[config.mk]
export PLATFORM = sky130hd
export DESIGN_NAME = key_hold_timeout_table_flat
export DESIGN_NICKNAME = d
export VERILOG_FILES = /design/src/rtl/core/kht_pkg.sv /design/src/rtl/core/kht_if.sv /design/src/rtl/core/kht_ram.sv /design/src/rtl/core/kht_controller.sv /design/src/rtl/core/kht_datapath.sv /design/src/rtl/core/key_hold_timeout_table.sv /design/src/flat_wrapper.sv
export SDC_FILE = /design/constraint.sdc
export NUM_CORES = 2
export LEC_CHECK = 0
export BUFFER_PORTS_ARGS = -buffer_cell sky130_fd_sc_hd__buf_2
export CAP_MARGIN = 5
export CORE_ASPECT_RATIO = 0.9
export CORE_MARGIN = 10
export CORE_UTILIZATION = 46
export CTS_CLUSTER_DIAMETER = 30
export DETAILED_ROUTE_END_ITERATION = 8
export PLACE_DENSITY = 0.63
export REMOVE_ABC_BUFFERS = 1
export SKIP_CTS_REPAIR_TIMING = 1
export SKIP_LAST_GASP = 1
export SYNTH_ARGS = -nofsm -noshare
export SYNTH_HDL_FRONTEND = slang
export SYNTH_SLANG_ARGS = --single-unit
export TNS_END_PERCENT = 30
[constraint.sdc]
create_clock -name clock -period 9.2 [get_ports clock]
set_input_delay 0.46 -clock clock [delete_from_list [all_inputs] [get_ports clock]]
set_output_delay 0.46 -clock clock [all_outputs]
set_load 0.01 [all_outputs]
[src/rtl/core/kht_pkg.sv]
`timescale 1ns / 1ps
// Shared constants, codes and controller/datapath command types for the key hold table.
// No dependencies; all other files but kht_ram use this package, by scoped names or by import.

package kht_pkg;

   // Table sizes
   localparam int TIMEOUT_ENTRIES = 16;
   localparam int KEY_COUNT       = 64;
   localparam int PORT_COUNT      = 4;

   // Field widths of an item
   localparam int ACT_W  = 2;
   localparam int KEY_W  = 6;
   localparam int PORT_W = 2;
   localparam int SRC_W  = 5;
   localparam int HOLD_W = 16;
   localparam int TIME_W = 32;

   // Derived index and count widths
   localparam int ENTRY_IDX_W = (TIMEOUT_ENTRIES > 1) ? $clog2(TIMEOUT_ENTRIES) : 1;
   localparam int ENTRY_CNT_W = $clog2(TIMEOUT_ENTRIES + 1);
   localparam int HELD_ADDR_W = $clog2(KEY_COUNT);

   // Source code used for injected releases on a port reset
   localparam logic signed [SRC_W-1:0] SRC_INJECTED = '1;

   typedef enum logic [ACT_W-1:0] {
      ACT_PRESS      = 2'd0,
      ACT_RELEASE    = 2'd1,
      ACT_TICK       = 2'd2,
      ACT_PORT_RESET = 2'd3
   } action_type;

   typedef enum logic [3:0] {
      ST_IDLE,
      ST_DECODE,
      ST_PRESS_UPD,
      ST_RELEASE_UPD,
      ST_HELD_RD,
      ST_HELD_WR,
      ST_SCAN,
      ST_DROP,
      ST_KEY_RD,
      ST_KEY_CHK,
      ST_FLUSH
   } state_type;

   typedef enum logic [1:0] {
      TBL_NONE,
      TBL_PRESS,
      TBL_RELEASE,
      TBL_DROP
   } tbl_op_type;

   // Controller to datapath
   typedef struct packed {
      logic       capture;       // take the input item
      tbl_op_type tbl_op;        // timeout table update
      logic       idx_load;      // scan index <= entry count
      logic       scan_check;    // test the entry below the scan index
      logic       key_clear;     // key scan pointer <= 0
      logic       key_next;      // key scan pointer + 1
      logic       held_sel_scan; // held memory addressed by the key scan pointer
      logic       held_write;    // write back the held bits
      logic       evt_load;      // new event into the pending slot
      logic       evt_sel_scan;  // event comes from the key scan
      logic       flush;         // push the pending event as the final one
   } cmd_type;

   // Datapath to controller
   typedef struct packed {
      action_type action;
      logic       port_ok;
      logic       idx_zero;
      logic       scan_hit;
      logic       key_last;
      logic       key_bit;
      logic       evt_stall;
   } status_type;

endpackage

[src/rtl/core/kht_if.sv]
`timescale 1ns / 1ps
// Valid/ready channel interfaces for the request and response items.
// Depends on kht_pkg for field widths.

interface kht_req_if;
   logic                                valid;
   logic                                ready;
   logic [kht_pkg::ACT_W-1:0]           action;
   logic [kht_pkg::KEY_W-1:0]           key_id;
   logic [kht_pkg::PORT_W-1:0]          port;
   logic signed [kht_pkg::SRC_W-1:0]    source_id;
   logic [kht_pkg::HOLD_W-1:0]          hold_ms;
   logic [kht_pkg::TIME_W-1:0]          now_time;

   modport source (output valid, action, key_id, port, source_id, hold_ms, now_time,
                   input ready);
   modport sink   (input valid, action, key_id, port, source_id, hold_ms, now_time,
                   output ready);
endinterface

interface kht_rsp_if;
   logic                                valid;
   logic                                ready;
   logic [kht_pkg::KEY_W-1:0]           event_key;
   logic                                event_pressed;
   logic [kht_pkg::PORT_W-1:0]          event_port;
   logic signed [kht_pkg::SRC_W-1:0]    event_source;
   logic                                last;

   modport source (output valid, event_key, event_pressed, event_port, event_source, last,
                   input ready);
   modport sink   (input valid, event_key, event_pressed, event_port, event_source, last,
                   output ready);
endinterface

[src/rtl/core/kht_ram.sv]
`timescale 1ns / 1ps
// Generic single-write, single-read RAM with registered read data.
// No dependencies.

module kht_ram #(
   parameter int WIDTH = 4,
   parameter int DEPTH = 64
) (
   input  logic                     clock,
   input  logic                     wr_en,
   input  logic [$clog2(DEPTH)-1:0] wr_addr,
   input  logic [WIDTH-1:0]         wr_data,
   input  logic [$clog2(DEPTH)-1:0] rd_addr,
   output logic [WIDTH-1:0]         rd_data
);

   logic [WIDTH-1:0] mem_ff [DEPTH];
   logic [WIDTH-1:0] rd_data_ff;

   always_ff @(posedge clock) begin
      if (wr_en) begin
         mem_ff[wr_addr] <= wr_data;
      end
      rd_data_ff <= mem_ff[rd_addr];
   end

   assign rd_data = rd_data_ff;

endmodule

[src/rtl/core/kht_controller.sv]
`timescale 1ns / 1ps
// Sequencer of the key hold table: decodes an item and steps the datapath.
// Depends on kht_pkg for the state, command and status types.

module kht_controller (
   input  logic                clock,
   input  logic                reset,
   input  logic                req_valid,
   output logic                req_ready,
   input  kht_pkg::status_type status,
   output kht_pkg::cmd_type    cmd
);

   kht_pkg::state_type state_ff, state_in;

   always_ff @(posedge clock) begin
      if (reset) begin
         state_ff <= kht_pkg::ST_IDLE;
      end else begin
         state_ff <= state_in;
      end
   end

   // Next state
   always_comb begin
      state_in = state_ff;
      case (state_ff)
         kht_pkg::ST_IDLE: begin
            if (req_valid) state_in = kht_pkg::ST_DECODE;
         end
         kht_pkg::ST_DECODE: begin
            case (status.action)
               kht_pkg::ACT_PRESS:   state_in = kht_pkg::ST_PRESS_UPD;
               kht_pkg::ACT_RELEASE: state_in = kht_pkg::ST_RELEASE_UPD;
               kht_pkg::ACT_TICK:    state_in = kht_pkg::ST_SCAN;
               default: begin
                  state_in = status.port_ok ? kht_pkg::ST_KEY_RD : kht_pkg::ST_IDLE;
               end
            endcase
         end
         kht_pkg::ST_PRESS_UPD:   state_in = kht_pkg::ST_HELD_RD;
         kht_pkg::ST_RELEASE_UPD: state_in = kht_pkg::ST_HELD_RD;
         kht_pkg::ST_HELD_RD:     state_in = kht_pkg::ST_HELD_WR;
         kht_pkg::ST_HELD_WR: begin
            if (!status.evt_stall) begin
               state_in = (status.action == kht_pkg::ACT_TICK) ? kht_pkg::ST_SCAN
                                                                : kht_pkg::ST_FLUSH;
            end
         end
         kht_pkg::ST_SCAN: begin
            if (status.idx_zero) state_in = kht_pkg::ST_FLUSH;
            else if (status.scan_hit) state_in = kht_pkg::ST_DROP;
         end
         kht_pkg::ST_DROP: begin
            state_in = (status.action == kht_pkg::ACT_TICK) ? kht_pkg::ST_HELD_RD
                                                             : kht_pkg::ST_SCAN;
         end
         kht_pkg::ST_KEY_RD: state_in = kht_pkg::ST_KEY_CHK;
         kht_pkg::ST_KEY_CHK: begin
            if (!(status.key_bit && status.evt_stall)) begin
               state_in = status.key_last ? kht_pkg::ST_SCAN : kht_pkg::ST_KEY_RD;
            end
         end
         kht_pkg::ST_FLUSH: begin
            if (!status.evt_stall) state_in = kht_pkg::ST_IDLE;
         end
         default: state_in = kht_pkg::ST_IDLE;
      endcase
   end

   // Commands
   always_comb begin
      req_ready  = 1'b0;
      cmd        = '0;
      cmd.tbl_op = kht_pkg::TBL_NONE;
      case (state_ff)
         kht_pkg::ST_IDLE: begin
            req_ready   = 1'b1;
            cmd.capture = req_valid;
         end
         kht_pkg::ST_DECODE: begin
            cmd.idx_load  = (status.action == kht_pkg::ACT_TICK);
            cmd.key_clear = (status.action == kht_pkg::ACT_PORT_RESET);
         end
         kht_pkg::ST_PRESS_UPD:   cmd.tbl_op = kht_pkg::TBL_PRESS;
         kht_pkg::ST_RELEASE_UPD: cmd.tbl_op = kht_pkg::TBL_RELEASE;
         kht_pkg::ST_HELD_RD: begin
         end
         kht_pkg::ST_HELD_WR: begin
            if (!status.evt_stall) begin
               cmd.held_write = 1'b1;
               cmd.evt_load   = 1'b1;
            end
         end
         kht_pkg::ST_SCAN: begin
            cmd.scan_check = !status.idx_zero;
         end
         kht_pkg::ST_DROP: cmd.tbl_op = kht_pkg::TBL_DROP;
         kht_pkg::ST_KEY_RD: cmd.held_sel_scan = 1'b1;
         kht_pkg::ST_KEY_CHK: begin
            cmd.held_sel_scan = 1'b1;
            if (!(status.key_bit && status.evt_stall)) begin
               cmd.held_write   = status.key_bit;
               cmd.evt_load     = status.key_bit;
               cmd.evt_sel_scan = 1'b1;
               cmd.key_next     = !status.key_last;
               cmd.idx_load     = status.key_last;
            end
         end
         kht_pkg::ST_FLUSH: begin
            cmd.flush = !status.evt_stall;
         end
         default: begin
         end
      endcase
   end

endmodule

[src/rtl/core/kht_datapath.sv]
`timescale 1ns / 1ps
// Datapath of the key hold table: timeout entries, held-bit memory, event slots.
// Depends on kht_pkg and kht_ram.

module kht_datapath (
   input  logic                                clock,
   input  logic                                reset,
   input  kht_pkg::cmd_type                    cmd,
   output kht_pkg::status_type                 status,
   input  logic [kht_pkg::ACT_W-1:0]           req_action,
   input  logic [kht_pkg::KEY_W-1:0]           req_key_id,
   input  logic [kht_pkg::PORT_W-1:0]          req_port,
   input  logic signed [kht_pkg::SRC_W-1:0]    req_source,
   input  logic [kht_pkg::HOLD_W-1:0]          req_hold_ms,
   input  logic [kht_pkg::TIME_W-1:0]          req_now_time,
   input  logic                                rsp_ready,
   output logic                                rsp_valid,
   output logic [kht_pkg::KEY_W-1:0]           rsp_event_key,
   output logic                                rsp_event_pressed,
   output logic [kht_pkg::PORT_W-1:0]          rsp_event_port,
   output logic signed [kht_pkg::SRC_W-1:0]    rsp_event_source,
   output logic                                rsp_last
);

   localparam int N   = kht_pkg::TIMEOUT_ENTRIES;
   localparam int EIW = kht_pkg::ENTRY_IDX_W;
   localparam int ECW = kht_pkg::ENTRY_CNT_W;
   localparam int HAW = kht_pkg::HELD_ADDR_W;
   localparam int KW  = kht_pkg::KEY_W;
   localparam int PW  = kht_pkg::PORT_W;
   localparam int SW  = kht_pkg::SRC_W;
   localparam int TW  = kht_pkg::TIME_W;
   localparam int PC  = kht_pkg::PORT_COUNT;

   // Item registers
   kht_pkg::action_type    action_ff, action_in;
   logic [PW-1:0]          port_ff, port_in;
   logic [kht_pkg::HOLD_W-1:0] hold_ff, hold_in;
   logic [TW-1:0]          now_ff, now_in;
   logic [KW-1:0]          hit_key_ff, hit_key_in;
   logic [PW-1:0]          hit_port_ff, hit_port_in;
   logic signed [SW-1:0]   hit_src_ff, hit_src_in;

   // Scan and count registers
   logic [ECW-1:0]         count_ff, count_in;
   logic [ECW-1:0]         idx_ff, idx_in;
   logic [HAW-1:0]         key_ptr_ff, key_ptr_in;

   // Timeout entries
   logic [KW-1:0]          ent_key_ff  [N];
   logic [PW-1:0]          ent_port_ff [N];
   logic signed [SW-1:0]   ent_src_ff  [N];
   logic [TW-1:0]          ent_exp_ff  [N];
   logic [KW-1:0]          ent_key_in;
   logic [PW-1:0]          ent_port_in;
   logic signed [SW-1:0]   ent_src_in;
   logic [TW-1:0]          ent_exp_in;
   logic                   tbl_we;
   logic [EIW-1:0]         tbl_waddr;

   // Held bits
   logic [kht_pkg::KEY_COUNT-1:0] held_valid_ff, held_valid_in;
   logic                   held_we;
   logic [HAW-1:0]         held_waddr, held_raddr;
   logic [PC-1:0]          held_wdata, held_q, held_eff;
   logic [PC-1:0]          hit_mask, scan_mask;
   logic                   hit_ok;

   // Pending and output events
   logic                   pend_valid_ff, pend_valid_in;
   logic [KW-1:0]          pend_key_ff, pend_key_in;
   logic                   pend_pressed_ff, pend_pressed_in;
   logic [PW-1:0]          pend_port_ff, pend_port_in;
   logic signed [SW-1:0]   pend_src_ff, pend_src_in;
   logic                   rsp_valid_ff, rsp_valid_in;
   logic [KW-1:0]          rsp_key_ff, rsp_key_in;
   logic                   rsp_pressed_ff, rsp_pressed_in;
   logic [PW-1:0]          rsp_port_ff, rsp_port_in;
   logic signed [SW-1:0]   rsp_src_ff, rsp_src_in;
   logic                   rsp_last_ff, rsp_last_in;
   logic                   push, evt_stall;

   // Combinational helpers
   logic [ECW-1:0]         cnt_m1, idx_m1;
   logic [EIW-1:0]         last_addr, scan_addr, rd_addr;
   logic [KW-1:0]          rd_key;
   logic [PW-1:0]          rd_port;
   logic signed [SW-1:0]   rd_src;
   logic [TW-1:0]          rd_exp;
   logic                   match_found;
   logic [EIW-1:0]         match_idx;
   logic [TW:0]            exp_sum;
   logic [TW-1:0]          expiry;
   logic                   scan_hit;

   // Table read port: the last entry for a swap, else the entry under the scan
   assign cnt_m1    = count_ff - ECW'(1);
   assign idx_m1    = idx_ff - ECW'(1);
   assign last_addr = cnt_m1[EIW-1:0];
   assign scan_addr = idx_m1[EIW-1:0];
   assign rd_addr   = (cmd.tbl_op == kht_pkg::TBL_RELEASE || cmd.tbl_op == kht_pkg::TBL_DROP)
                      ? last_addr : scan_addr;
   assign rd_key    = ent_key_ff[rd_addr];
   assign rd_port   = ent_port_ff[rd_addr];
   assign rd_src    = ent_src_ff[rd_addr];
   assign rd_exp    = ent_exp_ff[rd_addr];

   // First live entry matching key, port and source
   always_comb begin
      match_found = 1'b0;
      match_idx   = '0;
      for (int i = 0; i < N; i++) begin
         if (!match_found && (ECW'(i) < count_ff) && ent_key_ff[i] == hit_key_ff &&
             ent_port_ff[i] == hit_port_ff && ent_src_ff[i] == hit_src_ff) begin
            match_found = 1'b1;
            match_idx   = EIW'(i);
         end
      end
   end

   // Saturating expiry
   assign exp_sum = {1'b0, now_ff} + (TW+1)'(hold_ff);
   assign expiry  = exp_sum[TW] ? '1 : exp_sum[TW-1:0];

   // Scan test: expired on a tick, same port on a port reset
   assign scan_hit = (action_ff == kht_pkg::ACT_TICK) ? (now_ff >= rd_exp)
                                                       : (rd_port == port_ff);

   // Item capture and scan hit capture
   always_comb begin
      action_in   = action_ff;
      port_in     = port_ff;
      hold_in     = hold_ff;
      now_in      = now_ff;
      hit_key_in  = hit_key_ff;
      hit_port_in = hit_port_ff;
      hit_src_in  = hit_src_ff;
      if (cmd.capture) begin
         action_in   = kht_pkg::action_type'(req_action);
         port_in     = req_port;
         hold_in     = req_hold_ms;
         now_in      = req_now_time;
         hit_key_in  = req_key_id;
         hit_port_in = req_port;
         hit_src_in  = req_source;
      end else if (cmd.scan_check && scan_hit) begin
         hit_key_in  = rd_key;
         hit_port_in = rd_port;
         hit_src_in  = rd_src;
      end
   end

   // Table update, count and scan index
   always_comb begin
      tbl_we      = 1'b0;
      tbl_waddr   = match_idx;
      ent_key_in  = hit_key_ff;
      ent_port_in = hit_port_ff;
      ent_src_in  = hit_src_ff;
      ent_exp_in  = expiry;
      count_in    = count_ff;
      idx_in      = idx_ff;
      case (cmd.tbl_op)
         kht_pkg::TBL_PRESS: begin
            if (hold_ff != '0) begin
               if (match_found) begin
                  tbl_we = 1'b1;
               end else if (count_ff < ECW'(N)) begin
                  tbl_we    = 1'b1;
                  tbl_waddr = count_ff[EIW-1:0];
                  count_in  = count_ff + ECW'(1);
               end
            end
         end
         kht_pkg::TBL_RELEASE: begin
            if (match_found) begin
               tbl_we      = 1'b1;
               ent_key_in  = rd_key;
               ent_port_in = rd_port;
               ent_src_in  = rd_src;
               ent_exp_in  = rd_exp;
               count_in    = cnt_m1;
            end
         end
         kht_pkg::TBL_DROP: begin
            tbl_we      = 1'b1;
            tbl_waddr   = scan_addr;
            ent_key_in  = rd_key;
            ent_port_in = rd_port;
            ent_src_in  = rd_src;
            ent_exp_in  = rd_exp;
            count_in    = cnt_m1;
            idx_in      = idx_m1;
         end
         default: begin
         end
      endcase
      if (cmd.idx_load) begin
         idx_in = count_ff;
      end else if (cmd.scan_check && !scan_hit) begin
         idx_in = idx_m1;
      end
   end

   // Key scan pointer
   always_comb begin
      key_ptr_in = key_ptr_ff;
      if (cmd.key_clear) key_ptr_in = '0;
      else if (cmd.key_next) key_ptr_in = key_ptr_ff + HAW'(1);
   end

   // Held bits: unwritten words read as zero
   assign held_raddr = cmd.held_sel_scan ? key_ptr_ff : hit_key_ff[HAW-1:0];
   assign held_eff   = held_valid_ff[held_raddr] ? held_q : '0;
   assign hit_mask   = PC'(1) << hit_port_ff;
   assign scan_mask  = PC'(1) << port_ff;
   assign hit_ok     = ({1'b0, hit_key_ff} < (KW+1)'(kht_pkg::KEY_COUNT)) &&
                       ({1'b0, hit_port_ff} < (PW+1)'(PC));

   always_comb begin
      held_we    = 1'b0;
      held_waddr = hit_key_ff[HAW-1:0];
      held_wdata = held_eff & ~hit_mask;
      if (cmd.held_write) begin
         if (cmd.held_sel_scan) begin
            held_we    = 1'b1;
            held_waddr = key_ptr_ff;
            held_wdata = held_eff & ~scan_mask;
         end else begin
            held_we = hit_ok;
            if (action_ff == kht_pkg::ACT_PRESS) held_wdata = held_eff | hit_mask;
         end
      end
      held_valid_in = held_valid_ff;
      if (held_we) held_valid_in[held_waddr] = 1'b1;
   end

   kht_ram #(
      .WIDTH (PC),
      .DEPTH (kht_pkg::KEY_COUNT)
   ) u_held_ram (
      .clock   (clock),
      .wr_en   (held_we),
      .wr_addr (held_waddr),
      .wr_data (held_wdata),
      .rd_addr (held_raddr),
      .rd_data (held_q)
   );

   // Event slots: one pending item, one output item
   assign evt_stall = pend_valid_ff && rsp_valid_ff && !rsp_ready;
   assign push      = (cmd.evt_load || cmd.flush) && pend_valid_ff;

   always_comb begin
      pend_valid_in   = pend_valid_ff;
      pend_key_in     = pend_key_ff;
      pend_pressed_in = pend_pressed_ff;
      pend_port_in    = pend_port_ff;
      pend_src_in     = pend_src_ff;
      if (cmd.evt_load) begin
         pend_valid_in = 1'b1;
         if (cmd.evt_sel_scan) begin
            pend_key_in     = KW'(key_ptr_ff);
            pend_pressed_in = 1'b0;
            pend_port_in    = port_ff;
            pend_src_in     = kht_pkg::SRC_INJECTED;
         end else begin
            pend_key_in     = hit_key_ff;
            pend_pressed_in = (action_ff == kht_pkg::ACT_PRESS);
            pend_port_in    = hit_port_ff;
            pend_src_in     = hit_src_ff;
         end
      end else if (cmd.flush) begin
         pend_valid_in = 1'b0;
      end
   end

   always_comb begin
      rsp_valid_in   = rsp_valid_ff && !rsp_ready;
      rsp_key_in     = rsp_key_ff;
      rsp_pressed_in = rsp_pressed_ff;
      rsp_port_in    = rsp_port_ff;
      rsp_src_in     = rsp_src_ff;
      rsp_last_in    = rsp_last_ff;
      if (push) begin
         rsp_valid_in   = 1'b1;
         rsp_key_in     = pend_key_ff;
         rsp_pressed_in = pend_pressed_ff;
         rsp_port_in    = pend_port_ff;
         rsp_src_in     = pend_src_ff;
         rsp_last_in    = cmd.flush;
      end
   end

   // Control registers
   always_ff @(posedge clock) begin
      if (reset) begin
         count_ff      <= '0;
         held_valid_ff <= '0;
         pend_valid_ff <= 1'b0;
         rsp_valid_ff  <= 1'b0;
      end else begin
         count_ff      <= count_in;
         held_valid_ff <= held_valid_in;
         pend_valid_ff <= pend_valid_in;
         rsp_valid_ff  <= rsp_valid_in;
      end
   end

   // Payload registers
   always_ff @(posedge clock) begin
      action_ff       <= action_in;
      port_ff         <= port_in;
      hold_ff         <= hold_in;
      now_ff          <= now_in;
      hit_key_ff      <= hit_key_in;
      hit_port_ff     <= hit_port_in;
      hit_src_ff      <= hit_src_in;
      idx_ff          <= idx_in;
      key_ptr_ff      <= key_ptr_in;
      pend_key_ff     <= pend_key_in;
      pend_pressed_ff <= pend_pressed_in;
      pend_port_ff    <= pend_port_in;
      pend_src_ff     <= pend_src_in;
      rsp_key_ff      <= rsp_key_in;
      rsp_pressed_ff  <= rsp_pressed_in;
      rsp_port_ff     <= rsp_port_in;
      rsp_src_ff      <= rsp_src_in;
      rsp_last_ff     <= rsp_last_in;
      if (tbl_we) begin
         ent_key_ff[tbl_waddr]  <= ent_key_in;
         ent_port_ff[tbl_waddr] <= ent_port_in;
         ent_src_ff[tbl_waddr]  <= ent_src_in;
         ent_exp_ff[tbl_waddr]  <= ent_exp_in;
      end
   end

   // Status
   assign status.action    = action_ff;
   assign status.port_ok   = ({1'b0, port_ff} < (PW+1)'(PC));
   assign status.idx_zero  = (idx_ff == '0);
   assign status.scan_hit  = scan_hit;
   assign status.key_last  = (key_ptr_ff == HAW'(kht_pkg::KEY_COUNT - 1));
   assign status.key_bit   = |(held_eff & scan_mask);
   assign status.evt_stall = evt_stall;

   assign rsp_valid         = rsp_valid_ff;
   assign rsp_event_key     = rsp_key_ff;
   assign rsp_event_pressed = rsp_pressed_ff;
   assign rsp_event_port    = rsp_port_ff;
   assign rsp_event_source  = rsp_src_ff;
   assign rsp_last          = rsp_last_ff;

endmodule

[src/rtl/core/key_hold_timeout_table.sv]
`timescale 1ns / 1ps
// Press and release: decode, table update, held-bit read and write, then the event is
// flushed into the output register; the next item is accepted after the flush.
// Tick: live timeout entries are scanned from the last down; expired ones are dropped.
// Port reset: held-bit memory read for every key, written where the port's bit is set,
// then the entries on the port dropped; the output register stalls it.
// Synchronous reset empties the timeout table and clears all held bits at once.

module key_hold_timeout_table (
   input  logic      clock,
   input  logic      reset,
   kht_req_if.sink   req_ch,
   kht_rsp_if.source rsp_ch
);

   kht_pkg::cmd_type    cmd;
   kht_pkg::status_type status;

   // Sequencer
   kht_controller u_controller (
      .clock     (clock),
      .reset     (reset),
      .req_valid (req_ch.valid),
      .req_ready (req_ch.ready),
      .status    (status),
      .cmd       (cmd)
   );

   // Tables and event slots
   kht_datapath u_datapath (
      .clock             (clock),
      .reset             (reset),
      .cmd               (cmd),
      .status            (status),
      .req_action        (req_ch.action),
      .req_key_id        (req_ch.key_id),
      .req_port          (req_ch.port),
      .req_source        (req_ch.source_id),
      .req_hold_ms       (req_ch.hold_ms),
      .req_now_time      (req_ch.now_time),
      .rsp_ready         (rsp_ch.ready),
      .rsp_valid         (rsp_ch.valid),
      .rsp_event_key     (rsp_ch.event_key),
      .rsp_event_pressed (rsp_ch.event_pressed),
      .rsp_event_port    (rsp_ch.event_port),
      .rsp_event_source  (rsp_ch.event_source),
      .rsp_last          (rsp_ch.last)
   );

endmodule

[src/flat_wrapper.sv]
// flat-port wrapper written by rule: the top's interface ports become plain ports
module key_hold_timeout_table_flat 
  (clock, reset, req_ch_valid, req_ch_action, req_ch_key_id, req_ch_port, req_ch_source_id, req_ch_hold_ms, req_ch_now_time, req_ch_ready, rsp_ch_valid, rsp_ch_event_key, rsp_ch_event_pressed, rsp_ch_event_port, rsp_ch_event_source, rsp_ch_last, rsp_ch_ready);
  kht_req_if req_ch_i ();
  kht_rsp_if rsp_ch_i ();
  input  logic clock;
  input  logic reset;
  input wire logic [$bits(req_ch_i.valid)-1:0] req_ch_valid;
  input wire logic [$bits(req_ch_i.action)-1:0] req_ch_action;
  input wire logic [$bits(req_ch_i.key_id)-1:0] req_ch_key_id;
  input wire logic [$bits(req_ch_i.port)-1:0] req_ch_port;
  input wire logic [$bits(req_ch_i.source_id)-1:0] req_ch_source_id;
  input wire logic [$bits(req_ch_i.hold_ms)-1:0] req_ch_hold_ms;
  input wire logic [$bits(req_ch_i.now_time)-1:0] req_ch_now_time;
  output wire logic [$bits(req_ch_i.ready)-1:0] req_ch_ready;
  output wire logic [$bits(rsp_ch_i.valid)-1:0] rsp_ch_valid;
  output wire logic [$bits(rsp_ch_i.event_key)-1:0] rsp_ch_event_key;
  output wire logic [$bits(rsp_ch_i.event_pressed)-1:0] rsp_ch_event_pressed;
  output wire logic [$bits(rsp_ch_i.event_port)-1:0] rsp_ch_event_port;
  output wire logic [$bits(rsp_ch_i.event_source)-1:0] rsp_ch_event_source;
  output wire logic [$bits(rsp_ch_i.last)-1:0] rsp_ch_last;
  input wire logic [$bits(rsp_ch_i.ready)-1:0] rsp_ch_ready;
  assign req_ch_i.valid = req_ch_valid;
  assign req_ch_i.action = req_ch_action;
  assign req_ch_i.key_id = req_ch_key_id;
  assign req_ch_i.port = req_ch_port;
  assign req_ch_i.source_id = req_ch_source_id;
  assign req_ch_i.hold_ms = req_ch_hold_ms;
  assign req_ch_i.now_time = req_ch_now_time;
  assign req_ch_ready = req_ch_i.ready;
  assign rsp_ch_valid = rsp_ch_i.valid;
  assign rsp_ch_event_key = rsp_ch_i.event_key;
  assign rsp_ch_event_pressed = rsp_ch_i.event_pressed;
  assign rsp_ch_event_port = rsp_ch_i.event_port;
  assign rsp_ch_event_source = rsp_ch_i.event_source;
  assign rsp_ch_last = rsp_ch_i.last;
  assign rsp_ch_i.ready = rsp_ch_ready;
  key_hold_timeout_table u_core (.clock(clock), .reset(reset), .req_ch(req_ch_i), .rsp_ch(rsp_ch_i));
endmodule
==> impl_metrics.csv <==
group,metric,value,unit
status,status,"finished, final reports clean",
finish,fin_area,61100,um^2
synthesis,syn_area,50900,um^2
worst_setup_path,cp.required,9620,ps
grt,grt.overflow.total,0,
finish,final_common_cell,"edfxtp_1",
synthesis,yosysSeqAreaShare,66.7,%
clocking,clock-sinks,1160,
grt,antenna_found_initial,1,
clocking,htreeDepth,4,
route,ant_nets,0,
timing,rsz0062_at_grt,"false",
timing,skew,39.3,ps
grt,track_usage,21.0,%
power_and_ir_drop,leakage,21.1,nW
route,vias,30900,
clocking,cts_inserted_buffers,214,
power_and_ir_drop,p_total,20.8,mW
clocking,cts_tree,"done",
placed_design,place.port_buffers,83,
route,dr.pass1.iters,6,
power_and_ir_drop,p_clk_share,38.1,%
route,drt-initial-drc-count,3506,
floorplan,die_h,336,um
worst_setup_path,cp-end-kind,"flop",
grt,grt_pass1_vias,31100,
floorplan,design.core.area,110000,um^2
finish,syn2layout_area_growth,20.0,%
timing,final.min_clock_period,7200,ps
grt,grt_max_degree,94,
worst_setup_path,cp_max_fo,85,
clocking,cts_root_buf,"clkbuf_16",
synthesis,synth.avg_cell_area,15.1,um^2
grt,grt_pass1_wl,197000,um
timing,slew_headroom,17.7,%
power_and_ir_drop,switching_share,32.8,%
route,drc,0,
power_and_ir_drop,powerDensity,340,nW/um^2
finish,postLayoutCoreUtil,55.7,%
flow_run,cap_violations,0,
floorplan,initial_core_util,46.5,%
timing,setup_viol,0,
worst_setup_path,critPathKind,"flop to flop",
synthesis,async_reset_ff_share,0,%
synthesis,synthCells,3373,
synthesis,yosys_register_bits,1160,
placed_design,gp_congestion,0.875,
power_and_ir_drop,p_sw,6.82,mW
synthesis,synthTopCellsByArea,"edfxtp_1 (63%), mux4_2 (7.7%), xor2_1 (3.7%), dfxtp_1 (3.3%), nand2_1 (2.8%)",
synthesis,yosys.area.top_type_share,63.4,%
timing,hold_ws,23.9,ps
floorplan,die_w,371,um
route,wl_per_cell,25.2,um
timing,slew_viol_final,0,
floorplan,io_pins,84,
timing,hold_viol,0,
synthesis,synth_ff_type,"edfxtp_1",
placed_design,hpwlAfterDp,77600,um
power_and_ir_drop,internal_power,14.0,mW
synthesis,ys_warn_count,0,
route,vias_per_cell,5.89,
power_and_ir_drop,comb_power_share,27.1,%
clocking,path_clk_slew,50,ps
placed_design,postPlaceCellArea,53000,um^2
timing,post-route-period-util,78.3,%
power_and_ir_drop,ir_drop,0.275,mV
synthesis,synth_cell_types,85,
timing,worst_pin_slew,1230,ps
worst_setup_path,crit_arrival,7620,ps
synthesis,synth_edf_count,1075,
floorplan,num_rows,115,
finish,layout_common_cells,"edfxtp_1 (1,075), nand2_1 (383), xor2_1 (216)",
timing,fmax,0.139,GHz
worst_setup_path,startpoint_type,"flop",
min_path,holdCritPathClass,"input pin to flop",
finish,final_nets,3726,
floorplan,die_area,124000,um^2
clocking,worstSkewPairLatency,820,ps
power_and_ir_drop,p_seq_share,34.8,%
route,drt_wl_total,133000,um
synthesis,yosysTopAreaCell,"edfxtp_1",
clocking,cts_max_path_buffers,3,
finish,drive_gt1_share,21.8,%
## cells by family (layout without fill, tap and decap cells)
kind of cell | after synthesis | after routing | synth area share, %
XOR/XNOR | 242 | 242 | 4.16
flip-flops | 1160 | 1160 | 66.7
adder cells (fa/ha/maj) | 55 | 55 | 1.37
multiplexers | 364 | 364 | 11.7
AO/OA/AOI/OAI | 392 | 392 | 5.51
other | 0 | 2 | 0
AND/OR/NAND/NOR | 937 | 937 | 8.54
buffers and inverters | 223 | 643 | 2.05
## synthesized netlist by cell type, drive strengths merged, types with 5 or more instances
library cell	number
a211oi	23
a21o	9
a21oi	71
a22oi	21
a311oi	48
a31o	6
a31oi	18
a41oi	5
and2	7
and3	27
buf	107
clkbuf	91
dfxtp	85
edfxtp	1075
ha	54
inv	25
mux2	71
mux2i	118
mux4	175
nand2	383
nand2b	17
nand3	164
nand4	36
nor2	162
nor2b	27
nor3	35
nor3b	5
nor4	41
o211ai	8
o21a	30
o21ai	61
o22ai	8
o2bb2ai	37
o31ai	9
or2	13
or3	8
xnor2	26
xor2	216
## worst paths after layout
kind	end	slack (ps)	depth (start not counted)	startpoint
worst max-delay path	u_core.u_datapath.hit_key_ff[0]	2000	15	u_core.u_controller.state_ff[0]
worst min-delay path	u_core.u_datapath.hit_key_ff[4]	20	2	req_ch_key_id[4]
worst max register to register	u_core.u_datapath.hit_key_ff[0]	2000	15	u_core.u_controller.state_ff[0]
worst min register to register	u_core.u_datapath.rsp_event_source[2]	420	0	u_core.u_datapath.pend_src_ff[2]
## per-stage QoR
stage	cells	setup WS, ps	setup TNS, ps
2_1_floorplan	3175	-10930	-6540930
3_3_place_gp	4789	2210	0
3_5_place_dp	4789	2030	0
4_1_cts	5194	2000	0
5_1_grt	5255	1610	0
6_report	5257	2000	0
## area by class of cell
class                           instances  area, um^2
Inverter                               25        93.8
Clock buffer                          229        5420
Timing Repair Buffer                  213        1590
Clock inverter                        176        2040
Antenna cell                            2        5.00
Sequential cell                      1160       34000
Fill cell                            8680       48500
Tap cell                             1462        1830
Multi-Input combinational cell       1990       16200
## flip-flops by register name (all words and copies together) (netlist names), 4 cells and up
name,cells
u_core.u_datapath.u_held_ram.mem_ff,256
u_core.u_datapath.rsp_event_source,5
u_core.u_datapath.count_ff,5
u_core.u_datapath.idx_ff,5
u_core.u_datapath.ent_key_ff,96
u_core.u_datapath.ent_port_ff,32
u_core.u_datapath.held_valid_ff,64
u_core.u_datapath.key_ptr_ff,6
u_core.u_datapath.hit_src_ff,5
u_core.u_datapath.rsp_event_key,6
u_core.u_datapath.now_ff,32
u_core.u_datapath.pend_key_ff,6
u_core.u_controller.state_ff,4
u_core.u_datapath.ent_src_ff,80
u_core.u_datapath.ent_exp_ff,512
u_core.u_datapath.hit_key_ff,6
u_core.u_datapath.u_held_ram.rd_data,4
u_core.u_datapath.pend_src_ff,5
u_core.u_datapath.hold_ff,16
## layer usage
metal / share of wire [%] / GRT usage [%] / vias to the layer above
met5: 0 / 0 / -
met4: 2.6 / 7.15 / 0
met3: 7.6 / 4.00 / 217
met2: 46 / 31.9 / 1283
met1: 44 / 30.1 / 15800
li1: - / - / 13600
## critical path: stages, from the launching register on
cell and delay (ps):
dfxtp_1 690, nand3b_1 700, mux2i_4 450, buf_12 520, mux4_2 580, mux2_2 260
o21ai_0 530, ha_1 250, and4_1 200, nand2_1 50, o21ai_0 230, nand3_1 210
o21ai_0 690, o22a_1 250, nand2_1 70, o31ai_2 980
## power by group through the flow
stage / Clock [mW] / Combinational [mW] / Sequential, mW
after floorplan: 0 / 4.12 / 7.34
after global placement: 0 / 5.53 / 7.32
after detailed placement: 0 / 5.59 / 7.32
after CTS: 8.02 / 5.61 / 7.23
after global routing: 8.28 / 6.12 / 7.25
final: 7.92 / 5.63 / 7.24
Note: power is estimated with default switching activity, not from simulation.
